--- src/rtl/lmce_ram.sv ---
// Generic single-write, single-read RAM with registered read data.
`default_nettype none
module lmce_ram #(
	parameter int WIDTH = 8,
	parameter int DEPTH = 256
) (
	input  wire logic                     clk,
	input  wire logic                     we,
	input  wire logic [$clog2(DEPTH)-1:0] waddr,
	input  wire logic [WIDTH-1:0]         wdata,
	input  wire logic [$clog2(DEPTH)-1:0] raddr,
	output logic      [WIDTH-1:0]         rdata
);

	logic [WIDTH-1:0] mem [DEPTH];

	always_ff @(posedge clk) begin
		if (we) begin
			mem[waddr] <= wdata;
		end
		rdata <= mem[raddr];
	end

endmodule
`default_nettype wire

--- config.mk ---
export PLATFORM = sky130hd
export DESIGN_NAME = lmce_ram
export DESIGN_NICKNAME = d
export VERILOG_FILES = /design/src/rtl/lmce_ram.sv
export SDC_FILE = /design/constraint.sdc
export NUM_CORES = 2
export LEC_CHECK = 0
export ABC_AREA = 1
export BUFFER_PORTS_ARGS = -buffer_cell sky130_fd_sc_hd__buf_2
export CORE_UTILIZATION = 38
export CTS_CLUSTER_DIAMETER = 40
export DETAILED_ROUTE_END_ITERATION = 12
export PLACE_DENSITY = 0.62
export SYNTH_ARGS = -nofsm -noshare
export SYNTH_HDL_FRONTEND = slang
export SYNTH_SLANG_ARGS = --single-unit
--- constraint.sdc ---
create_clock -name clk -period 2.8 [get_ports clk]
set_input_delay 0.7 -clock clk [delete_from_list [all_inputs] [get_ports clk]]
set_output_delay 0.7 -clock clk [all_outputs]
set_load 0.1 [all_outputs]
==> metrics.txt <==
Final Slew Violations=0; DRC Markers=0; Nets=7,452; Synth Register Bits=2,056; worst hold slack=0.153 ns; sequential element share of the synthesized area=73.9%; CP bufs+invs=1; status=complete, no violations; Final Cycle Share=98.1%; worst path required time=2.10 ns; WS Path Type=reg -> out; startpoint types=flop; Hold Vio Cnt, Final=0; wire length per cell=23.0 um; Fillers=19,079; CTS Hold Buffers Added=0; CTS tree=yes; Final setup viols=0; global-route usage over all layers=21.4%; most common cell after layout, fill and taps aside=nand2_1; Routed Antenna Nets=0; row cnt=171; clock sinks=2,056; standard cell core area=0.218 sq mm; initial core utilization=38.3%; Final Skew=0.0757 ns; Final HPWL DP=149 mm; min cycle time layout=2.75 ns; max-capacitance violation count=0; RSZ-0062 raised after global routing=false; fmax=364 MHz; crit path max-delay cell type=dfxtp_1; syn_area_per_cell=11.9 sq um; worst slew pin tran=0.911 ns; CP max stage delay=0.60 ns; Syn Inst Count=7,003; CP Max Fanout=1; total power=72.8 mW; Ports=34; layout cells sized above 1=14.0%; fin worst setup slack=0.0533 ns; clock transition at the registers of the reported paths=0.06 ns; clock latency on the worst-skew pair=0.93 ns; TritonCTS Buffers=283; vias in the first global route=55,509; area of the multi-input gates=0.0192 sq mm; clock tree root buffer cell=clkbuf_16; Critical Path AT=2.05 ns; port bufs=33; Slew HR=39.0%; via density per instance=5.41; Clock Path Buffers=4; first-pass GRT wire length=358 mm; Hold Path Class=in -> reg; Finished Layout Cells=10,487; vias=56,767; final wirelength=241 mm; most frequent cells in the layout=2,116 x nand2_1, 2,048 x edfxtp_1, 2,019 x nand3_1; H-tree depth=5; critical-path cell list=buf_2; P&R area growth vs syn=19.6%; Post-CTS Setup Repair Bufs=0; remaining global-route overflow=0; FF/Latch Area=0.0617 sq mm; family with the most delay on the worst path=flip-flops; VDD IR max=0.000697 V; Die H=470 um; antenna violations before repair=12; pre-CTS setup slack=-0.135 ns; worst hold stages=1; Initial DRC Count=6,409; Yosys Warn Count=0; power per cell area=730 mW/mm^2; Post-Synthesis Cell Area=0.0834 sq mm; synth unique cells=14; pin count of the biggest net entering global routing=89; r2r worst-path depth=11; drt pass-1 iters=5; crit end category=output pin; Net Count, Synth=7,029; die area=0.221 sq mm; Die Width=470 um; placed cells=9,995; CTS resizes=0; P_leak=35.6 nW; number of cells on the critical path=1; RD Place Congestion=0.923
## metal layers
| metal | track usage [%] | vias to the layer above | wire [um] |
|---|---|---|---|
| met1 | 28.2 | 27977 | 96400 |
| met5 | 0 | - | 7 |
| met3 | 4.07 | 491 | 19700 |
| met4 | 9.39 | 2 | 10500 |
| li1 | - | 25775 | - |
| met2 | 34.5 | 2522 | 114000 |
## power by group
group	leakage (nW)	internal, mW	switching (mW)	total [mW]
combinational	12.8	1.24	3.20	4.44
clock	4.36	20.9	13.4	34.4
sequential	18.5	33.9	0.0340	34.0
## state kept, by name, indices dropped and copies added, names as in the netlist
register / count
rdata: 8
mem: 2048
## synthesized netlist by cell type
master,number,share of area (%)
nand2_1,2123,9.6
edfxtp_1,2048,74
nand3_1,2019,12
nor2_1,283,1.3
buf_2,268,1.6
clkbuf_1,112,0.50
buf_4,46,0.41
buf_1,40,0.18
inv_1,36,0.16
buf_6,16,0.22
dfxtp_1,8,0.19
inv_2,2,0.0090
buf_8,1,0.018
inv_4,1,0.0075
## logic make-up after synthesis
group | share of synthesized area [%]
buffers and inverters | 3.12
flip-flops | 73.9
AND/OR/NAND/NOR | 22.9
## worst paths after layout
path	from	end	slack (ns)
max	rdata[7]	rdata[7]	0.05
min	wdata[6]	mem[112][6]	0.15
max reg2reg	mem[101][0]	rdata[0]	0.90
min reg2reg	mem[59][7]	rdata[7]	0.98
## layout make-up
cell class | instances | share of cell area (%)
tap | 2854 | 3.58
multi-input combinational | 4425 | 19.2
clock buffer | 316 | 7.34
inverter | 39 | 0.181
clock inverter | 167 | 1.68
antenna | 9 | 0.0226
sequential | 2056 | 61.8
timing repair buffer | 621 | 6.21
## stage by stage
step | setup TNS, ns | util (%) | cell area [sq um]
floorplan | 0 | - | 83400
global placement | -0.969 | 41.7 | 90800
detailed placement | -0.799 | 41.7 | 90800
CTS | 0 | 45.8 | 99800
global route | 0 | 45.9 | 99800
finish | 0 | 45.9 | 99800
No activity file was read; power rests on OpenSTA's default activity.
