[src/rtl/lmce_pkg.sv]
// Shared types and constants for the longest-match character-map encoder.
`default_nettype none
package lmce_pkg;

	localparam int TABLE_ENTRIES = 256;
	localparam int IDX_W         = $clog2(TABLE_ENTRIES);
	localparam int CNT_W         = IDX_W + 1;
	localparam int CODE_W        = 21;
	localparam int WINDOW        = 3;
	localparam int KEY_W         = CODE_W * WINDOW;
	localparam logic [7:0] TERMINATOR = 8'hFF;

	typedef enum logic [1:0] {
		ST_OK       = 2'd0,
		ST_NO_MATCH = 2'd1,
		ST_DUP      = 2'd2,
		ST_FULL     = 2'd3
	} status_t;

	typedef enum logic [2:0] {
		S_IDLE,
		S_CHECK,
		S_SCAN,
		S_LDONE,
		S_MATCHED,
		S_BYTE2,
		S_TERM,
		S_FINISH
	} state_t;

	typedef struct packed {
		logic [KEY_W-1:0] codes;
		logic [1:0]       klen;
		logic [1:0]       bcnt;
		logic [7:0]       b2;
		logic [7:0]       b1;
	} entry_t;

	typedef struct packed {
		logic [7:0] out_byte;
		status_t    status;
		logic       last;
	} res_t;

	typedef struct packed {
		logic       found;
		logic       dup;
		logic [1:0] best_len;
		logic [1:0] best_cnt;
		logic [7:0] best_b2;
		logic [7:0] best_b1;
	} match_t;

endpackage
`default_nettype wire

[src/rtl/lmce_match.sv]
// Key compare unit: checks each scanned entry, keeps the best hit and flags duplicate load keys.
`default_nettype none
module lmce_match
	import lmce_pkg::*;
(
	input  wire logic             clk,
	input  wire logic             arst_n,
	input  wire logic             clear,
	input  wire logic             rd_valid,
	input  wire entry_t           rd_entry,
	input  wire logic             is_load,
	input  wire logic [KEY_W-1:0] key,
	input  wire logic [1:0]       klen,
	input  wire logic [KEY_W-1:0] win,
	input  wire logic [1:0]       maxlen,
	output match_t                m
);

	logic found_q, dup_q;
	logic [1:0] len_q, cnt_q;
	logic [7:0] b1_q, b2_q;
	logic eq0, eq1, eq2, pre_hit, enc_hit, load_hit;

	always_comb begin
		eq0 = rd_entry.codes[CODE_W-1:0] == win[CODE_W-1:0];
		eq1 = rd_entry.codes[2*CODE_W-1:CODE_W] == win[2*CODE_W-1:CODE_W];
		eq2 = rd_entry.codes[3*CODE_W-1:2*CODE_W] == win[3*CODE_W-1:2*CODE_W];
		pre_hit = eq0 && (rd_entry.klen < 2'd2 || eq1) && (rd_entry.klen < 2'd3 || eq2);
		enc_hit = rd_valid && !is_load && rd_entry.klen != 2'd0
			&& rd_entry.klen <= maxlen && rd_entry.klen > len_q && pre_hit;
		load_hit = rd_valid && is_load && rd_entry.klen == klen && rd_entry.codes == key;
	end

	always_ff @(posedge clk or negedge arst_n) begin
		if (!arst_n) begin
			found_q <= 1'b0;
			dup_q   <= 1'b0;
			len_q   <= 2'd0;
		end else if (clear) begin
			found_q <= 1'b0;
			dup_q   <= 1'b0;
			len_q   <= 2'd0;
		end else begin
			if (load_hit) begin
				dup_q <= 1'b1;
			end
			if (enc_hit) begin
				found_q <= 1'b1;
				len_q   <= rd_entry.klen;
			end
		end
	end

	// Payload of the best hit; valid only alongside found_q.
	always_ff @(posedge clk) begin
		if (enc_hit) begin
			cnt_q <= rd_entry.bcnt;
			b1_q  <= rd_entry.b1;
			b2_q  <= rd_entry.b2;
		end
	end

	assign m = '{found: found_q, dup: dup_q, best_len: len_q, best_cnt: cnt_q,
		best_b2: b2_q, best_b1: b1_q};

endmodule
`default_nettype wire

[config.mk]
export PLATFORM = sky130hd
export DESIGN_NAME = lmce_match
export DESIGN_NICKNAME = d
export VERILOG_FILES = /design/src/rtl/lmce_pkg.sv /design/src/rtl/lmce_match.sv
export SDC_FILE = /design/constraint.sdc
export NUM_CORES = 1
export LEC_CHECK = 0
export BUFFER_PORTS_ARGS = -buffer_cell sky130_fd_sc_hd__buf_2
export CORE_AREA = 2 2 94 96
export CTS_CLUSTER_DIAMETER = 30
export DETAILED_ROUTE_END_ITERATION = 10
export DIE_AREA = 0 0 96 98
export GPL_TIMING_DRIVEN = 0
export HOLD_SLACK_MARGIN = 0.12
export PLACE_DENSITY = 0.67
export SLEW_MARGIN = 5
export SYNTH_ARGS = -nofsm -noshare
export SYNTH_HDL_FRONTEND = slang
export SYNTH_SLANG_ARGS = --single-unit
[constraint.sdc]
create_clock -name clk -period 5.31 [get_ports clk]
set_input_delay 0.2655 -clock clk [delete_from_list [all_inputs] [get_ports clk]]
set_output_delay 0.2655 -clock clk [all_outputs]
set_load 0.02 [all_outputs]
==> flow_summary.toml, run 1 <==
[hold_path]
hp-class = "input port to register"
min_from = "rd_entry[1]"

[detailed_routing]
wl_um = 10300
firstDrtPassIters = 4
postRouteAntennaNets = 0
drt-initial-drc-count = 63
remaining_drc_errors = 0
vias_per_cell = 4.71
wl_per_cell_um = 16.6
num_vias = 2914

[critical_path]
crit_buf_inv = 1
required_ns = 5.20
path_cells = "inv_1 > ha_1 > nor2b_1 > o21ai_0 > nor4_1 > nand4_1 > nor2_2"
startpoint = "len_q[1]"
cp_top_family = "simple AND/OR/NAND/NOR gates"
r2r-start = "len_q[1]"
crit_fanout = 18
critPathSlowestCell = "nor2_2"
crit_path_start_kind = "register"
crit_arrival_ns = 2.49
cp-end-kind = "register"
slowest_delay_ns = 0.71
worstSetupPathType = "register to register"

[power]
seq_power_share = 0.330
peakVddDrop_mv = 0.0744
p_comb_frac = 0.399
intPower_w = 0.000403
p_leak_nw = 1.87
clkPwrFrac = 0.271
sw_frac_of_total = 0.287
p_per_area_nw_per_um2 = 148
power_switching_w = 0.000162

[clocking]
path_clk_slew_ns = 0.08
clock_sinks = 22
post_cts_buffers = 0
cts_tree = "done"
cts.path.max_buffers = 2
cts_resized = 0
root_buffer = "clkbuf_8"
cts_buffers = 3
worstSkewPairLatency_ns = 0.26
cts_max_level = 1

[sta]
rsz0062_at_grt = "no"
finalSetupViolations = 0
worst_slew_pin_slew_ns = 0.840
period_share = 0.488
slew-limit-headroom = 0.439
drv_slew = 0
hold_viol_final = 0
fmax_ghz = 0.386
fin_crit_ns = 2.59
timing.setup.tns_ns = 0
fin_skew_ns = 0.00300

[job]
timing.max_cap.violations = 0

[placement]
place.gp.congestion = 0.892
hpwl_um = 9580
portBuffers = 239

[cells_and_area]
multiInputGateArea_um2 = 1650
seq_area_um2 = 641
final_nets = 732
area_growth_pct = 59.1
nFillCells = 847
post-route-util = 0.451
drive_gt1_frac = 0.489

[yosys]
yosys.area.top_type = "xor2_1"
synth_area_leaders = "xor2_1 (23%), edfxtp_1 (23%), xnor2_1 (14%)"
ys_seq_area_frac = 0.267
ys_ff_latch = 22
syn_area_per_cell_um2 = 9.06
syn-cell-area_um2 = 2400
synth_nets = 487
synth.distinct_cells = 32
syn_inst = 265
yosys_warnings = 0
netlist.area_leader.share = 0.226

[global_routing]
grt_pass1_vias = 3104
grt_usage = 0.212
grt_max_degree = 19
grt_pass1_wl_um = 15200
overflow = 0
antenna_found_initial = 1

[die]
num_rows = 34
dieWidth_um = 96
core_area_um2 = 8470
die_h_um = 98
pin_count = 240
die_area_um2 = 9410
start_util = 0.284

[run_status]
status = "finished, final reports clean"
## worst reg2reg max path: cells and delay by family (launching register included)
family	cells	cell delay [ns]
buffers and inverters	1	0.07
AND/OR/NAND/NOR	4	1.40
AO/OA/AOI/OAI	1	0.10
adder cells (fa/ha/maj)	1	0.28
flip-flops	1	0.36
## power groups by stage
stage / Clock [W] / Sequential (W) / Combinational, W
after CTS: 0.000157 / 0.000186 / 0.000228
after floorplan: 0 / 0.000190 / 0.0000912
final: 0.000153 / 0.000186 / 0.000226
after global routing: 0.000163 / 0.000186 / 0.000248
after detailed placement: 0 / 0.000190 / 0.000226
after global placement: 0 / 0.000190 / 0.000222
## stage by stage
stage | total power (W) | worst slack, ns | cell area [µm²] | std cells | hold WS (ns)
floorplan | 0.000282 | 2.75 | 2400 | 265 | -0.0301
global placement | 0.000412 | 2.09 | 3730 | 612 | 0.0812
detailed placement | 0.000416 | 2.53 | 3730 | 612 | 0.0835
CTS | 0.000572 | 2.70 | 3820 | 617 | 0.166
global route | 0.000598 | 2.53 | 3820 | 617 | 0.162
finish | 0.000565 | 2.72 | 3820 | 619 | 0.174
## cell families (layout without fill, tap and decap cells)
kind of cell	Yosys count	after routing	synth area share
and+or+nand+nor	76	76	0.191
DFF	22	22	0.267
other	0	2	0
adders and majority gates	4	4	0.0208
AOI/OAI and AO/OA	33	33	0.104
xor gates and xnor gates	101	101	0.368
buffers and inverters	29	273	0.0485
## sequential cells by signal, summed over array words and instances (netlist names)
| register | cells |
|---|---|
| b1_q | 8 |
| b2_q | 8 |
| cnt_q | 2 |
| len_q | 2 |
| dup_q | 1 |
| found_q | 1 |
## layout make-up
| class | count | area share |
|---|---|---|
| multi-input cells | 214 | 0.431 |
| repair buffers | 240 | 0.316 |
| flip-flops and latches | 22 | 0.168 |
| well taps | 108 | 0.0354 |
| inverters | 27 | 0.0265 |
| clock buffers | 3 | 0.0108 |
| clock inverters | 1 | 0.00786 |
| plain buffers | 2 | 0.00393 |
| diodes | 2 | 0.00131 |
## layer usage
metal,part of all wire,vias up,GRT usage,wire [µm]
met3,0.088,13,0.0340,905
met4,0.015,0,0.0484,153
met1,0.40,1290,0.256,4090
met5,0,-,0,0
li1,-,1438,-,-
met2,0.50,173,0.386,5120
## repair_timing
| item | 4_1_cts | 5_1_grt |
|---|---|---|
| hold buffers | 1 | 0 |
| setup endpoints to repair | 0 | 0 |
| hold endpoints to repair | 4 | 0 |
## cell usage after synthesis
master / number
nand3b_1: 1
o2bb2ai_1: 2
inv_1: 26
a221oi_1: 2
inv_2: 1
and4_1: 1
nand3_1: 2
nor3b_1: 1
a2111o_1: 1
or4_1: 1
o21ai_0: 2
nand4_1: 16
o2111ai_1: 6
edfxtp_1: 18
a21oi_1: 5
a211oi_1: 1
nand2b_1: 14
xnor2_1: 39
o22ai_1: 8
ha_1: 4
o41ai_1: 1
nor4_1: 19
nor2_1: 3
nand2_1: 5
a22o_1: 4
nor4_2: 1
buf_4: 2
a2111oi_2: 1
nor2b_1: 7
dfrtp_1: 4
nor3_1: 5
xor2_1: 62
## worst paths after layout
kind                       slack, ns  cells past startpoint        to
max                             2.72                      7   b2_q[0]
min                             0.17                      1   b1_q[1]
max reg2reg                     2.72                      7   b2_q[0]
min reg2reg                     0.53                      2     dup_q
max in group asynchronous       4.84                      2   found_q
min in group asynchronous       0.35                      2  len_q[1]
## cell usage in the layout (no fill, tap or decap), types with 2 or more instances in the layout
cell type	n
a21oi_1	5
a221oi_1	2
a22o_1	4
buf_2	239
buf_4	2
clkbuf_8	3
dfrtp_1	4
diode_2	2
edfxtp_1	18
ha_1	4
inv_1	26
nand2_1	5
nand2b_1	14
nand3_1	2
nand4_1	16
nor2_1	2
nor2b_1	7
nor3_1	5
nor4_1	19
o2111ai_1	6
o21ai_0	2
o22ai_1	8
o2bb2ai_1	2
xnor2_1	39
xor2_1	62
Power figures use the tool's default switching activity.
==> inputs of run 2 (changes only) <==
- ABC_AREA: default -> 1
- CORE_AREA: 2 2 94 96 -> default
- CORE_MARGIN: default -> 2
- CORE_UTILIZATION: default -> 35
- DIE_AREA: 0 0 96 98 -> default
- PLACE_DENSITY: 0.67 -> 0.75
- clock period: 5.31 -> 2.3 ns (I/O delays scaled with it)
==> run 2 against run 1 <==
Net effect:
- sequential share of layout area decreased by 3.4 points
- sequential power grew 130%
- die area is 3.7% higher
- routed wire length about the same
- combinational power rose to 2.6 times the previous value
- global-route usage fell by 1.1 points
- cell area increased by 25%
- cell count rose by 54%
- via count is 43% higher
- critical endpoint is now b1_q[2]
==> flow_summary.toml, run 2 <==
[detailed_routing]
wl_met1_um = 4140
wl_um = 10300
num_vias = 4156
remaining_drc_errors = 0
firstDrtPassIters = 4
wl_per_cell_um = 10.8
wl_met3_um = 705
routed.top_layer = "met4"
vias_per_cell = 4.37
met2_length_um = 5300
postRouteAntennaNets = 0
drt-initial-drc-count = 92

[sta]
worst_slew_pin_slew_ns = 0.298
period_share = 0.904
drv_slew = 0
fin_crit_ns = 2.08
finalSetupViolations = 0
rsz0062_at_grt = "no"
fmax_ghz = 0.481
fin_skew_ns = 0.00897
slew-limit-headroom = 0.799
worst_slack_ns = 0.220
hold_viol_final = 0
holdWs_ns = 0.141

[yosys]
yosys_warnings = 0
ys_ff_latch = 22
ys_async_sr_fraction = 0.182
ys_seq_area_frac = 0.204
synth.distinct_cells = 28
netlist.area_leader.share = 0.276
synth_area_leaders = "nand2_1 (28%), edfxtp_1 (17%), inv_1 (15%)"
yosys-top-cells-count = "nand2_1 (231), inv_1 (125), nor2_1 (65)"
synth_enable_flop_cells = 18
synth-main-ff-cell = "edfxtp_1"
syn-cell-area_um2 = 3140
yosys.area.top_type = "nand2_1"
syn_area_per_cell_um2 = 5.44
syn_inst = 578
synth_most_common_cell = "nand2_1"
synth_nets = 800

[clocking]
cts_buffers = 3
cts_tree = "done"
worstSkewPairLatency_ns = 0.26
path_clk_slew_ns = 0.08
cts_max_level = 1
cts.path.max_buffers = 2
root_buffer = "clkbuf_8"
clock_sinks = 22

[power]
peakVddDrop_mv = 0.214
p_per_area_nw_per_um2 = 289
p_leak_nw = 2.98

[run_status]
status = "finished, final reports clean"

[critical_path]
crit_path_start_kind = "register"
cp-end-kind = "register"
crit_fanout = 10
required_ns = 2.28
crit_arrival_ns = 2.06
worstSetupPathType = "register to register"

[cells_and_area]
nFillCells = 926
seq_area_um2 = 641
finalInstanceArea_um2 = 4790
area_growth_pct = 52.4
top_regs = "b1_q x8, b2_q x8"
drive_gt1_frac = 0.318
layout_commonest_cell = "buf_2"
final_nets = 1066
multiInputGateArea_um2 = 2010
layout_common_cells = "buf_2 (239), nand2_1 (231), inv_1 (124)"
diodes = 0
post-route-util = 0.549

[global_routing]
grt_max_degree = 19
grt_usage = 0.202
overflow = 0
antenna_found_initial = 0
grt_pass1_wl_um = 16600
grt_pass1_vias = 3927

[placement]
hpwl_um = 9030
place_area_um2 = 4470
pre_cts_ws_ns = -0.0719
portBuffers = 239
place.gp.congestion = 0.877

[die]
dieWidth_um = 98.8
die_h_um = 98.8
core_area_um2 = 8720
die_area_um2 = 9750
start_util = 0.360
pin_count = 240
num_rows = 34

[hold_path]
hp-class = "input port to register"

[job]
timing.max_cap.violations = 0
## run 2: changes by cell type after synthesis, sizes merged, moves of 16 or more
cell	before	now
nor4	20	0
nand2	5	234
nand3	2	18
xor2	62	14
o21ai	2	20
nor2	3	68
inv	27	128
## run 2: worst max-delay path, stage by stage, from the launching register on
cell and delay (ns):
dfrtp_1 0.38, inv_1 0.06, ha_1 0.28, inv_1 0.04, o21bai_1 0.17, nand3_1 0.09
nor3_1 0.14, nand3_1 0.11, nor2_2 0.16, nand2_1 0.10, clkinvlp_4 0.12, buf_12 0.14
## run 2: timing repair
action	in CTS	in global routing
resized for setup	1	0
buffers inserted	0	2
endpoints found under the hold margin	24	0
hold buffers	20	0
endpoints found under the setup margin	18	18
## run 2: area by class of cell
class	instances	area share
buffer	2	0.00313
clock buffer	3	0.00862
clock inverter	1	0.00627
inverter	128	0.101
multi-input combinational	426	0.419
sequential	22	0.134
tap	108	0.0282
timing repair buffer	261	0.300
## run 2: power breakdown
part | switching (W) | internal (W) | total, W
Combinational | 0.000294 | 0.000300 | 0.000594
Clock | 0.000126 | 0.000232 | 0.000359
Sequential | 0.0000000000311 | 0.000430 | 0.000430
## run 2: path summary, 6_finish.rpt
| check | startpoint | to | slack [ns] | depth (start not counted) |
|---|---|---|---|---|
| max in group asynchronous | arst_n | len_q[1] | 2.00 | 2 |
| min in group asynchronous | arst_n | found_q | 0.18 | 2 |
| min | rd_entry[18] | len_q[0] | 0.14 | 3 |
| max reg2reg | len_q[1] | b1_q[2] | 0.22 | 11 |
| min reg2reg | dup_q | dup_q | 0.54 | 2 |
| max | len_q[1] | b1_q[2] | 0.22 | 11 |
## run 2: metrics by stage
stage	power, W	TNS [ns]	std cells
final	0.00138	0	951
after global routing	0.00149	0	951
after CTS	0.00139	0	949
after detailed placement	0.00101	-1.29	925
after global placement	0.000999	-0.896	925
after floorplan	0.000722	0	578
## run 2: cells by family (layout without fill, tap and decap cells)
| group | Yosys count | count (layout) | share of synthesized area |
|---|---|---|---|
| adders and majority gates | 4 | 4 | 0.0159 |
| xor gates and xnor gates | 38 | 38 | 0.106 |
| buffers and inverters | 130 | 395 | 0.158 |
| AOI/OAI and AO/OA | 28 | 28 | 0.0498 |
| DFF | 22 | 22 | 0.204 |
| and+or+nand+nor | 356 | 356 | 0.467 |
## run 2: routing by layer
layer  up-vias  global-route usage
li1       2253                   -
met1      1740               0.230
met2       151               0.396
met3        12              0.0262
met4         0              0.0411
met5         -                   0
==> inputs of run 3 (changes only) <==
- ABC_AREA: 1 -> default
- CORE_AREA: default -> 2 2 94 96
- CORE_MARGIN: 2 -> default
- CORE_UTILIZATION: 35 -> default
- DIE_AREA: default -> 0 0 96 98
- PLACE_DENSITY: 0.75 -> 0.69
==> run 3 against run 2 <==
Net effect:
- combinational power fell by 8.4%
- routed wire length rose by 3.9%
- via count fell by 29%
- cell area fell by 16%
- critical endpoint unchanged
==> flow_summary.toml, run 3 (synthesized netlist as in run 1, its figures left out) <==
[cells_and_area]
area_growth_pct = 67.2
finalInstanceArea_um2 = 4020
diodes = 0
layout_common_cells = "buf_2 (239), xor2_1 (62), xnor2_1 (39)"
layout_commonest_cell = "buf_2"
top_regs = "b1_q x8, b2_q x8"
drive_gt1_frac = 0.473
final_nets = 752

[detailed_routing]
num_vias = 2951
remaining_drc_errors = 0
wl_met3_um = 733
routed.top_layer = "met4"
met2_length_um = 5620
wl_per_cell_um = 16.8
wl_um = 10700
wl_met1_um = 4110
drt-initial-drc-count = 62
vias_per_cell = 4.63
firstDrtPassIters = 4
postRouteAntennaNets = 0

[critical_path]
worstSetupPathType = "register to register"
crit_arrival_ns = 2.05
cp-end-kind = "register"
crit_path_start_kind = "register"
required_ns = 2.27
crit_fanout = 18

[clocking]
root_buffer = "clkbuf_8"
cts_tree = "done"
cts_buffers = 3
cts_max_level = 1
clock_sinks = 22
path_clk_slew_ns = 0.07
worstSkewPairLatency_ns = 0.25
cts.path.max_buffers = 2

[job]
timing.max_cap.violations = 0

[die]
core_area_um2 = 8470
start_util = 0.284
die_area_um2 = 9410
dieWidth_um = 96
die_h_um = 98
pin_count = 240
num_rows = 34

[sta]
fin_skew_ns = 0.000987
hold_viol_final = 0
drv_slew = 0
fin_crit_ns = 2.08
fmax_ghz = 0.480
worst_slew_pin_slew_ns = 0.555
slew-limit-headroom = 0.627
rsz0062_at_grt = "no"
finalSetupViolations = 0
period_share = 0.906

[power]
power.total_w = 0.00124
p_per_area_nw_per_um2 = 309
p_leak_nw = 1.95
peakVddDrop_mv = 0.187

[global_routing]
overflow = 0
grt_pass1_vias = 3164
grt_pass1_wl_um = 15500
grt_max_degree = 19
antenna_found_initial = 0
grt_usage = 0.217

[placement]
place.gp.congestion = 0.999
portBuffers = 239
place_area_um2 = 3730
hpwl_um = 9700

[run_status]
status = "finished, final reports clean"

[hold_path]
hp-class = "input port to register"
## run 3: changes by cell type in the layout (fill, tap and decap cells not counted), moves of 5 or more
| cell | change |
|---|---|
| nand3_1 | -16 |
| or2_2 | -8 |
| inv_1 | -98 |
| nand2_1 | -226 |
| nor2b_1 | +7 |
| xnor2_1 | +15 |
| nor4_1 | +19 |
| o2111ai_1 | +5 |
| o21ai_0 | -18 |
| nor3_1 | -5 |
| o22ai_1 | +5 |
| nand2b_1 | +14 |
| xor2_1 | +48 |
| nor2_1 | -63 |
## run 3: metal layers
| metal | global-route usage | up-vias |
|---|---|---|
| met5 | 0 | - |
| met4 | 0.0527 | 0 |
| met3 | 0.0170 | 14 |
| met2 | 0.420 | 148 |
| met1 | 0.250 | 1312 |
| li1 | - | 1477 |
## run 3: worst paths after layout
path | startpoint | endpoint | slack, ns | cells after the start
max in group asynchronous | arst_n | found_q | 1.97 | 2
max reg2reg | len_q[1] | b1_q[2] | 0.22 | 8
min reg2reg | dup_q | dup_q | 0.53 | 2
min in group asynchronous | arst_n | dup_q | 0.21 | 2
max | len_q[1] | b1_q[2] | 0.22 | 8
min | rd_entry[18] | len_q[0] | 0.19 | 3
## run 3: report_power, final
part | internal, W | switching [W]
clock | 0.000152 | 0.000114
sequential | 0.000431 | 0.00000000000437
combinational | 0.000288 | 0.000256
## run 3: per-stage QoR
step	hold slack, ns	setup TNS, ns	setup slack [ns]	instances	utilization
2_1_floorplan	-0.181	0	0.00659	265	-
3_3_place_gp	-0.0742	-7.41	-0.412	612	0.441
3_5_place_dp	-0.0732	-7.95	-0.442	612	0.441
4_1_cts	0.180	0	0.215	637	0.474
5_1_grt	0.194	0	0.0887	637	0.474
6_report	0.188	0	0.216	637	0.474
## run 3: critical path, stage by stage, from the launching register on
cell	delay [ns]
dfrtp_1	0.34
inv_1	0.07
ha_1	0.28
nor2b_1	0.19
o21ai_0	0.10
nor4_1	0.27
nand4_1	0.22
nor2_4	0.16
buf_12	0.17
## run 3: what timing repair did
item                       CTS  global route
setup buffers                1             0
setup endpoints to repair   18             0
resized for setup            1             0
hold buffers                20             0
hold endpoints to repair    25             0
## run 3: layout make-up
cell class,count,area [µm²]
fillers,855,4450
multi-input cells,214,1650
repair buffers,260,1420
flip-flops and latches,22,641
well taps,108,135
inverters,27,101
clock buffers,4,55.1
plain buffers,2,15.0
